$ cat config.mk
export PLATFORM = sky130hd
export DESIGN_NAME = expert_dispatch_counting_sort_top
export DESIGN_NICKNAME = d
export VERILOG_FILES = /design/src/rtl/edc_pkg.sv /design/src/rtl/edc_front.sv /design/src/rtl/edc_queue.sv /design/src/rtl/edc_back.sv /design/src/rtl/expert_dispatch_counting_sort_top.sv
export SDC_FILE = /design/constraint.sdc
export NUM_CORES = 2
export LEC_CHECK = 0
export ABC_AREA = 0
export BUFFER_PORTS_ARGS = -buffer_cell sky130_fd_sc_hd__buf_2
export CORE_ASPECT_RATIO = 1.25
export CORE_MARGIN = 1.5
export CORE_UTILIZATION = 55
export CTS_BUF_LIST = sky130_fd_sc_hd__clkbuf_2 sky130_fd_sc_hd__clkbuf_4 sky130_fd_sc_hd__clkbuf_8
export DETAILED_ROUTE_END_ITERATION = 8
export PLACE_DENSITY = 0.71
export SLEW_MARGIN = 20
export SYNTH_ARGS = -nofsm -noshare
export SYNTH_HDL_FRONTEND = slang
export SYNTH_HIERARCHICAL = 1
export SYNTH_SLANG_ARGS = --single-unit
$ cat constraint.sdc
create_clock -name clk -period 7.6 [get_ports clk]
set_input_delay 1.14 -clock clk [delete_from_list [all_inputs] [get_ports clk]]
set_output_delay 1.14 -clock clk [all_outputs]
set_load 0.01 [all_outputs]
$ cat src/rtl/edc_pkg.sv
// Shared types and constants for the expert dispatch counting-sort engine.
// No dependencies; imported by every module of the block.
package edc_pkg;

	localparam int MAX_EXPERTS = 16;
	localparam int MAX_TOKENS  = 65536;
	localparam int EXP_W       = $clog2(MAX_EXPERTS);
	localparam int CNT_W       = $clog2(MAX_TOKENS + 1);
	localparam int OP_W        = 2;
	localparam int NE_W        = 5;
	localparam int SLOT_W      = 16;
	localparam int ORD_W       = 16;
	localparam int STAT_W      = 2;
	localparam int Q_DEPTH     = 2;
	localparam int Q_PTR_W     = $clog2(Q_DEPTH);
	localparam int Q_CNT_W     = $clog2(Q_DEPTH + 1);

	localparam logic [NE_W-1:0] NE_RESET = NE_W'(8);

	localparam logic [OP_W-1:0] OP_CLEAR = 2'd0;
	localparam logic [OP_W-1:0] OP_COUNT = 2'd1;
	localparam logic [OP_W-1:0] OP_PLACE = 2'd2;
	localparam logic [OP_W-1:0] OP_NONE  = 2'd3;

	localparam logic [STAT_W-1:0] ST_OK         = 2'd0;
	localparam logic [STAT_W-1:0] ST_BAD_EXPERT = 2'd1;
	localparam logic [STAT_W-1:0] ST_CAPACITY   = 2'd2;
	localparam logic [STAT_W-1:0] ST_LATE_COUNT = 2'd3;

	typedef enum logic [2:0] {
		K_CLEAR,
		K_COUNT,
		K_PLACE,
		K_BAD,
		K_NOP
	} kind_t;

	typedef struct packed {
		kind_t            kind;
		logic [EXP_W-1:0] expert;
	} job_t;

endpackage

$ cat src/rtl/edc_front.sv
// Front end: input acceptance, expert count register and job classification.
// Depends on edc_pkg.
module edc_front (
	input  logic                    clk,
	input  logic                    arst_n,
	input  logic                    in_valid,
	output logic                    in_ready,
	input  logic [edc_pkg::OP_W-1:0]  operation,
	input  logic [edc_pkg::EXP_W-1:0] expert_id,
	input  logic                    cfg_valid,
	output logic                    cfg_ready,
	input  logic [edc_pkg::NE_W-1:0]  cfg_data,
	output logic                    push_valid,
	input  logic                    push_ready,
	output edc_pkg::job_t           push_job
);
	import edc_pkg::*;

	logic [NE_W-1:0] num_experts_q;
	logic            bad_id;

	always_ff @(posedge clk or negedge arst_n) begin
		if (!arst_n) begin
			num_experts_q <= NE_RESET;
		end else if (cfg_valid && cfg_ready) begin
			num_experts_q <= cfg_data;
		end
	end

	assign cfg_ready  = 1'b1;
	assign in_ready   = push_ready;
	assign push_valid = in_valid;

	// ids are narrower than MAX_EXPERTS, so only the register limit matters
	assign bad_id = NE_W'(expert_id) >= num_experts_q;

	always_comb begin
		push_job.expert = expert_id;
		unique case (operation)
			OP_CLEAR: push_job.kind = K_CLEAR;
			OP_COUNT: push_job.kind = bad_id ? K_BAD : K_COUNT;
			OP_PLACE: push_job.kind = bad_id ? K_BAD : K_PLACE;
			OP_NONE:  push_job.kind = K_NOP;
			default:  push_job.kind = K_NOP;
		endcase
	end

endmodule

$ cat src/rtl/edc_queue.sv
// Short job queue between the front end and the execution back end.
// Depends on edc_pkg.
module edc_queue (
	input  logic          clk,
	input  logic          arst_n,
	input  logic          push_valid,
	output logic          push_ready,
	input  edc_pkg::job_t push_job,
	output logic          pop_valid,
	input  logic          pop_ready,
	output edc_pkg::job_t pop_job
);
	import edc_pkg::*;

	job_t               mem_q [Q_DEPTH];
	logic [Q_PTR_W-1:0] wr_ptr_q;
	logic [Q_PTR_W-1:0] rd_ptr_q;
	logic [Q_CNT_W-1:0] fill_q;
	logic               push_fire;
	logic               pop_fire;

	assign push_ready = fill_q != Q_CNT_W'(Q_DEPTH);
	assign pop_valid  = fill_q != '0;
	assign pop_job    = mem_q[rd_ptr_q];
	assign push_fire  = push_valid && push_ready;
	assign pop_fire   = pop_valid && pop_ready;

	function automatic logic [Q_PTR_W-1:0] ptr_next(input logic [Q_PTR_W-1:0] p);
		ptr_next = (p == Q_PTR_W'(Q_DEPTH - 1)) ? '0 : p + 1'b1;
	endfunction

	always_ff @(posedge clk or negedge arst_n) begin
		if (!arst_n) begin
			wr_ptr_q <= '0;
			rd_ptr_q <= '0;
			fill_q   <= '0;
		end else begin
			if (push_fire) begin
				wr_ptr_q <= ptr_next(wr_ptr_q);
			end
			if (pop_fire) begin
				rd_ptr_q <= ptr_next(rd_ptr_q);
			end
			if (push_fire && !pop_fire) begin
				fill_q <= fill_q + 1'b1;
			end else if (pop_fire && !push_fire) begin
				fill_q <= fill_q - 1'b1;
			end
		end
	end

	always_ff @(posedge clk) begin
		if (push_fire) begin
			mem_q[wr_ptr_q] <= push_job;
		end
	end

endmodule

$ cat src/rtl/edc_back.sv
// Back end: per-expert counter file, prefix-sum sweep and result register.
// Depends on edc_pkg.
module edc_back (
	input  logic                      clk,
	input  logic                      arst_n,
	input  logic                      pop_valid,
	output logic                      pop_ready,
	input  edc_pkg::job_t             pop_job,
	output logic                      out_valid,
	input  logic                      out_ready,
	output logic [edc_pkg::SLOT_W-1:0] slot,
	output logic [edc_pkg::ORD_W-1:0]  token_ordinal,
	output logic [edc_pkg::CNT_W-1:0]  expert_start,
	output logic [edc_pkg::CNT_W-1:0]  expert_count,
	output logic [edc_pkg::STAT_W-1:0] status
);
	import edc_pkg::*;

	typedef enum logic {
		S_RUN,
		S_SWEEP
	} state_t;

	localparam logic [EXP_W-1:0] LAST_IDX = EXP_W'(MAX_EXPERTS - 1);

	state_t             state_q;
	logic [CNT_W-1:0]   counts_q [MAX_EXPERTS];
	logic [CNT_W-1:0]   used_q   [MAX_EXPERTS];
	logic [CNT_W-1:0]   starts_q [MAX_EXPERTS];
	logic               placing_q;
	logic               starts_ok_q;
	logic [CNT_W-1:0]   counted_q;
	logic [ORD_W-1:0]   placed_q;
	logic [EXP_W-1:0]   sw_idx_q;
	logic [CNT_W-1:0]   acc_q;

	logic               out_valid_q;
	logic [SLOT_W-1:0]  slot_q;
	logic [ORD_W-1:0]   ordinal_q;
	logic [CNT_W-1:0]   start_q;
	logic [CNT_W-1:0]   count_q;
	logic [STAT_W-1:0]  status_q;

	logic [EXP_W-1:0]   e;
	logic [CNT_W-1:0]   cnt_rd;
	logic [CNT_W-1:0]   used_rd;
	logic [CNT_W-1:0]   start_rd;
	logic [CNT_W-1:0]   cnt_inc;
	logic               need_sweep;
	logic               fire;
	logic               do_count;
	logic               do_place;
	logic [SLOT_W-1:0]  r_slot;
	logic [ORD_W-1:0]   r_ord;
	logic [CNT_W-1:0]   r_start;
	logic [CNT_W-1:0]   r_count;
	logic [STAT_W-1:0]  r_status;

	assign e        = pop_job.expert;
	assign cnt_rd   = counts_q[e];
	assign used_rd  = used_q[e];
	assign start_rd = starts_q[e];
	assign cnt_inc  = cnt_rd + 1'b1;

	// start table is stale while counting goes on: rebuild before a place
	assign need_sweep = pop_valid && (pop_job.kind == K_PLACE) && !placing_q && !starts_ok_q;
	assign pop_ready  = (state_q == S_RUN) && (!out_valid_q || out_ready) && !need_sweep;
	assign fire       = pop_valid && pop_ready;

	always_comb begin
		r_slot   = '0;
		r_ord    = '0;
		r_start  = '0;
		r_count  = '0;
		r_status = ST_OK;
		do_count = 1'b0;
		do_place = 1'b0;
		unique case (pop_job.kind)
			K_CLEAR: ;
			K_NOP:   ;
			K_BAD:   r_status = ST_BAD_EXPERT;
			K_COUNT: begin
				r_count = cnt_rd;
				if (placing_q) begin
					r_status = ST_LATE_COUNT;
				end else if (counted_q == CNT_W'(MAX_TOKENS)) begin
					r_status = ST_CAPACITY;
				end else begin
					do_count = 1'b1;
					r_count  = cnt_inc;
				end
			end
			K_PLACE: begin
				r_start = start_rd;
				r_count = cnt_rd;
				if (used_rd >= cnt_rd) begin
					r_status = ST_CAPACITY;
				end else begin
					do_place = 1'b1;
					r_slot   = SLOT_W'(start_rd + used_rd);
					r_ord    = placed_q;
				end
			end
			default: ;
		endcase
	end

	always_ff @(posedge clk or negedge arst_n) begin
		if (!arst_n) begin
			state_q     <= S_RUN;
			placing_q   <= 1'b0;
			starts_ok_q <= 1'b0;
			counted_q   <= '0;
			placed_q    <= '0;
			sw_idx_q    <= '0;
			acc_q       <= '0;
			out_valid_q <= 1'b0;
			for (int i = 0; i < MAX_EXPERTS; i++) begin
				counts_q[i] <= '0;
				used_q[i]   <= '0;
			end
		end else begin
			unique case (state_q)
				S_RUN: begin
					if (need_sweep) begin
						state_q  <= S_SWEEP;
						sw_idx_q <= '0;
						acc_q    <= '0;
					end
				end
				S_SWEEP: begin
					acc_q <= acc_q + counts_q[sw_idx_q];
					if (sw_idx_q == LAST_IDX) begin
						state_q     <= S_RUN;
						starts_ok_q <= 1'b1;
					end else begin
						sw_idx_q <= sw_idx_q + 1'b1;
					end
				end
				default: state_q <= S_RUN;
			endcase

			if (fire) begin
				out_valid_q <= 1'b1;
				if (pop_job.kind == K_CLEAR) begin
					placing_q   <= 1'b0;
					starts_ok_q <= 1'b0;
					counted_q   <= '0;
					placed_q    <= '0;
					for (int i = 0; i < MAX_EXPERTS; i++) begin
						counts_q[i] <= '0;
						used_q[i]   <= '0;
					end
				end
				if (do_count) begin
					counts_q[e] <= cnt_inc;
					counted_q   <= counted_q + 1'b1;
					starts_ok_q <= 1'b0;
				end
				if (do_place) begin
					used_q[e] <= used_rd + 1'b1;
					placed_q  <= placed_q + 1'b1;
					placing_q <= 1'b1;
				end
			end else if (out_ready) begin
				out_valid_q <= 1'b0;
			end
		end
	end

	always_ff @(posedge clk) begin
		if (state_q == S_SWEEP) begin
			starts_q[sw_idx_q] <= acc_q;
		end
		if (fire) begin
			slot_q    <= r_slot;
			ordinal_q <= r_ord;
			start_q   <= r_start;
			count_q   <= r_count;
			status_q  <= r_status;
		end
	end

	assign out_valid     = out_valid_q;
	assign slot          = slot_q;
	assign token_ordinal = ordinal_q;
	assign expert_start  = start_q;
	assign expert_count  = count_q;
	assign status        = status_q;

	a_placing_has_starts: assert property (@(posedge clk) disable iff (!arst_n)
		placing_q |-> starts_ok_q)
		else $error("placing without a valid start table");

	a_sweep_ends: assert property (@(posedge clk) disable iff (!arst_n)
		(state_q == S_SWEEP && sw_idx_q == LAST_IDX) |=> (state_q == S_RUN && starts_ok_q))
		else $error("prefix sweep did not complete");

	a_fail_no_slot: assert property (@(posedge clk) disable iff (!arst_n)
		(out_valid_q && status_q != ST_OK) |-> (slot_q == '0 && ordinal_q == '0))
		else $error("slot or ordinal given on a failed item");

	a_clear_resets: assert property (@(posedge clk) disable iff (!arst_n)
		(fire && pop_job.kind == K_CLEAR) |=> (!placing_q && counted_q == '0 && placed_q == '0))
		else $error("clear left batch state behind");

endmodule

$ cat src/rtl/expert_dispatch_counting_sort_top.sv
// Top level of the expert dispatch counting-sort engine.
// Depends on edc_pkg, edc_front, edc_queue and edc_back.
//
//  channel | handshake              | payload
//  --------+------------------------+--------------------------------------------
//  in      | in_valid / in_ready    | operation, expert_id
//  out     | out_valid / out_ready  | slot, token_ordinal, expert_start,
//          |                        | expert_count, status
//  cfg     | cfg_valid / cfg_ready  | cfg_data (num_experts)
//
// One word per cycle through front, two-entry queue and back end, while results are taken and no sweep runs.
// A place word seen while the batch is still counting and the start table is
// stale holds the back end: it is spotted first, then the back end sweeps the
// counter file one expert per cycle to build the prefix sums.
// Counters clear at reset in flops; no clearing pass. cfg is always ready.
// The back end holds while a result waits; the queue keeps taking words until full.
module expert_dispatch_counting_sort_top (
	input  logic                       clk,
	input  logic                       arst_n,
	input  logic                       in_valid,
	output logic                       in_ready,
	input  logic [edc_pkg::OP_W-1:0]   operation,
	input  logic [edc_pkg::EXP_W-1:0]  expert_id,
	output logic                       out_valid,
	input  logic                       out_ready,
	output logic [edc_pkg::SLOT_W-1:0] slot,
	output logic [edc_pkg::ORD_W-1:0]  token_ordinal,
	output logic [edc_pkg::CNT_W-1:0]  expert_start,
	output logic [edc_pkg::CNT_W-1:0]  expert_count,
	output logic [edc_pkg::STAT_W-1:0] status,
	input  logic                       cfg_valid,
	output logic                       cfg_ready,
	input  logic [edc_pkg::NE_W-1:0]   cfg_data
);
	import edc_pkg::*;

	logic push_valid;
	logic push_ready;
	job_t push_job;
	logic pop_valid;
	logic pop_ready;
	job_t pop_job;

	edc_front u_front (
		.clk        (clk),
		.arst_n     (arst_n),
		.in_valid   (in_valid),
		.in_ready   (in_ready),
		.operation  (operation),
		.expert_id  (expert_id),
		.cfg_valid  (cfg_valid),
		.cfg_ready  (cfg_ready),
		.cfg_data   (cfg_data),
		.push_valid (push_valid),
		.push_ready (push_ready),
		.push_job   (push_job)
	);

	edc_queue u_queue (
		.clk        (clk),
		.arst_n     (arst_n),
		.push_valid (push_valid),
		.push_ready (push_ready),
		.push_job   (push_job),
		.pop_valid  (pop_valid),
		.pop_ready  (pop_ready),
		.pop_job    (pop_job)
	);

	edc_back u_back (
		.clk           (clk),
		.arst_n        (arst_n),
		.pop_valid     (pop_valid),
		.pop_ready     (pop_ready),
		.pop_job       (pop_job),
		.out_valid     (out_valid),
		.out_ready     (out_ready),
		.slot          (slot),
		.token_ordinal (token_ordinal),
		.expert_start  (expert_start),
		.expert_count  (expert_count),
		.status        (status)
	);

endmodule

==> metrics.md <==
| Metric | Value |
|---|---|
| Status | `finished clean` |
| Crit-path max FO | `24` |
| Post-Syn Instances | `around 3800` |
| DR vias/cell | `about 6.7` |
| Worst skew pair latency | `between 0.8 and 0.9 ns` |
| Worst EP required | `around 8.3 ns` |
| Initial antenna violation count | `6` |
| Chip height | `329 um` |
| Library cells used by synthesis | `86` |
| Core area | `roughly 84000 sq um` |
| Worst setup SP type | `flop` |
| Clock H-tree levels | `4` |
| Port bufs | `between 80 and 90` |
| CP endpoint kind | `flop` |
| Drt total wl | `between 100000 and 150000 um` |
| Cell area after placement | `between 40000 and 50000 sq um` |
| Unrepaired setup endpoints after global routing | `false` |
| GPL Wtd Cong | `0.913` |
| Max stage delay cell, worst path | `nor2_4` |
| CTS buffer count | `143` |
| Clock transition at the registers of the reported paths | `approximately 0.06 ns` |
| Initial Utilization | `55.5%` |
| First-pass GRT wire length | `slightly above 200000 um` |
| Register Area | `around 26000 sq um` |
| Multi-input gate area | `19400 sq um` |
| Final Max Slew Viols | `0` |
| Clock Path Buffers | `3` |
| Fin crit share | `between 80% and 90%` |
| Synth Flop Type | `dfrtp_1` |
| Syn Nets | `just under 4000` |
| Maxcap violations | `0` |
| IO Count | `87` |
| PwrDens | `about 290 nW/um^2` |
| #FFs+latches synth | `about 970` |
| Nets | `roughly 3800` |
| Synth-to-Final Area Change | `8.88%` |
| CTS-repair resized insts | `0` |
| CP Class | `flop to flop` |
| Final TNS setup | `0 ns` |
| Max VDD drop | `about 0.21 mV` |
| Fillers | `6538` |
| Min Tclk post-route | `approximately 6.5 ns` |
| Largest net degree at the start of global routing | `between 150 and 200` |
| Row count | `119` |
| Hold Fails Final Rpt | `0` |
| Final Setup Violations | `0` |
| Fraction of registers with async set/reset | `a little over three fifths` |
| Clk root buf | `clkbuf_8` |
| Worst Hold Class | `input pin to asynchronous set/reset pin` |
| Commonest non-fill, non-tap cells in the layout | `608 x dfrtp_1, 529 x o21ai_0, 449 x nand3_1` |
| Leak Pwr | `0.0202 uW` |
| Layout cells sized above 1 | `20.9%` |
| CP cell instances | `mux2_2, buf_4, nor2_4, buf_4, a22o_1, a221o_1, inv_1, ha_1, a2111o_1, nor2_1, o21ai_0, a21boi_2, nor2_1, a221o_1` |
| Total global-route track usage | `a little under a third` |
| Clock Skews | `0.0348 ns` |
| Die width | `around 260 um` |
| Final instance area | `a little over 50000 sq um` |
| Syn Area/Cell | `between 10 and 15 sq um` |
| Post-CTS Setup Repair Bufs | `0` |
| Total number of vias | `33400` |
| HPWL after DPL | `~80000 um` |
| Synth warn | `6` |
| Synthesized area | `46800 sq um` |
| Gr ovfl total | `0` |
| DRC viols | `0` |
| Worst EP arrival | `between 7 and 8 ns` |
| Fmax | `~150 MHz` |
| Total die area | `between 80000 and 90000 sq um` |
| Wire length per cell | `around 27 um` |
| Commonest non-fill, non-tap cell in the layout | `dfrtp_1` |
| DRT Pass-1 Iters | `6` |
| Worst-Margin Slew | `around 1.2 ns` |
| Vias in the first global route | `approximately 33000` |
| Number of flops mapped to enable cells by yosys | `approximately 350` |
| Slew HR | `~18%` |
| Register area share after synthesis | `between 50% and 60%` |
| CP max stage delay | `0.77 ns` |
| CTS Hold Bufs | `0` |
| Detail Route Antenna Nets | `0` |
| CTS tree | `yes` |
| Clock sinks | `between 900 and 1000` |
| Initial drt markers | `~4100` |
[sequential cells by signal, indices dropped and copies added, names as in the netlist, 14 cells and up]
register	flops
u_back/token_ordinal	16
u_back/starts_q	272
u_back/slot	16
u_back/expert_count	17
u_back/counted_q	17
u_back/placed_q	16
u_queue/mem_q	14
u_back/used_q	272
u_back/acc_q	17
u_back/expert_start	17
u_back/counts_q	272
[layout make-up]
class | count | share of cell area, %
diodes | 2 | 0.00982
clock buffers | 220 | 5.25
clock inverters | 38 | 0.461
inverters | 42 | 0.314
multi-input cells | 2432 | 38.0
flip-flops and latches | 965 | 50.9
well taps | 1089 | 2.67
repair buffers | 178 | 2.38
[Yosys cell counts, drive strengths merged, types with 15 or more instances]
library cell | n | share of area, %
a22oi | 38 | 0.63
nand2 | 337 | 2.8
nand4 | 19 | 0.28
o211ai | 22 | 0.35
and3 | 23 | 0.31
clkbuf | 219 | 1.8
nor3 | 33 | 0.36
buf | 102 | 1.7
a221o | 15 | 0.32
xor2 | 29 | 0.54
edfxtp | 354 | 23
mux2i | 27 | 0.58
mux4 | 308 | 15
ha | 62 | 1.7
nand3 | 450 | 4.8
nor4 | 19 | 0.29
o21ai | 558 | 6.0
or3 | 45 | 0.60
nor2 | 119 | 0.95
xnor2 | 37 | 0.71
a21oi | 65 | 0.69
inv | 42 | 0.34
and2 | 51 | 0.68
dfrtp | 610 | 33
[routing by layer]
metal	share of wire [%]	up-vias	track usage (%)
li1	-	14200	-
met5	0.034	-	0
met1	37	16800	40.4
met4	5.0	6	15.4
met3	10	425	6.85
met2	48	1943	49.6
[power breakdown]
| group | leakage (uW) | total [uW] | switching, uW | internal (uW) |
|---|---|---|---|---|
| registers | 0.0118 | 6180 | 288 | 5890 |
| clock network | 0.00156 | 4310 | 2030 | 2290 |
| logic | 0.00683 | 4100 | 2650 | 1450 |
[cells by family after synthesis]
family / after synthesis / synth area share (%)
AO/OA/AOI/OAI: 802 / 9.90
XOR/XNOR: 66 / 1.25
adder cells (fa/ha/maj): 64 / 1.74
buffers and inverters: 365 / 3.84
flip-flops: 965 / 55.4
multiplexers: 349 / 16.0
other: 1 / 0.00801
AND/OR/NAND/NOR: 1150 / 11.9
[through the flow]
stage	hold WS, ns	instances	total power [uW]	setup WS [ns]	util (%)
2_1_floorplan	0.454	3762	8980	2.17	-
3_3_place_gp	0.467	4706	10300	1.26	56.8
3_5_place_dp	0.484	4706	10300	1.25	56.9
4_1_cts	0.344	4964	14600	1.22	60.3
5_1_grt	0.412	4965	15100	0.764	60.5
6_report	0.350	4966	14600	1.11	60.5
[final timing paths]
kind / from / end / slack, ns / cells past startpoint
worst min register to register: u_queue/wr_ptr_q / u_queue/wr_ptr_q / 0.49 / 1
worst max-delay path: u_queue/rd_ptr_q / u_back/placed_q[11] / 1.11 / 14
max in group asynchronous: arst_n / u_back/out_valid / 5.73 / 2
min in group clk: u_queue/wr_ptr_q / u_queue/wr_ptr_q / 0.49 / 1
worst min-delay path: arst_n / u_back/counts_q[243] / 0.35 / 1
worst max register to register: u_queue/rd_ptr_q / u_back/placed_q[11] / 1.11 / 14
[worst max-delay path: cells and delay by family, from the launching register on]
family / cells / cell delay [ns]
AO/OA/AOI/OAI: 6 / 2.48
adder cells (fa/ha/maj): 1 / 0.25
buffers and inverters: 3 / 0.92
flip-flops: 1 / 0.59
multiplexers: 1 / 0.47
AND/OR/NAND/NOR: 3 / 1.60
Power figures use the tool's default switching activity.
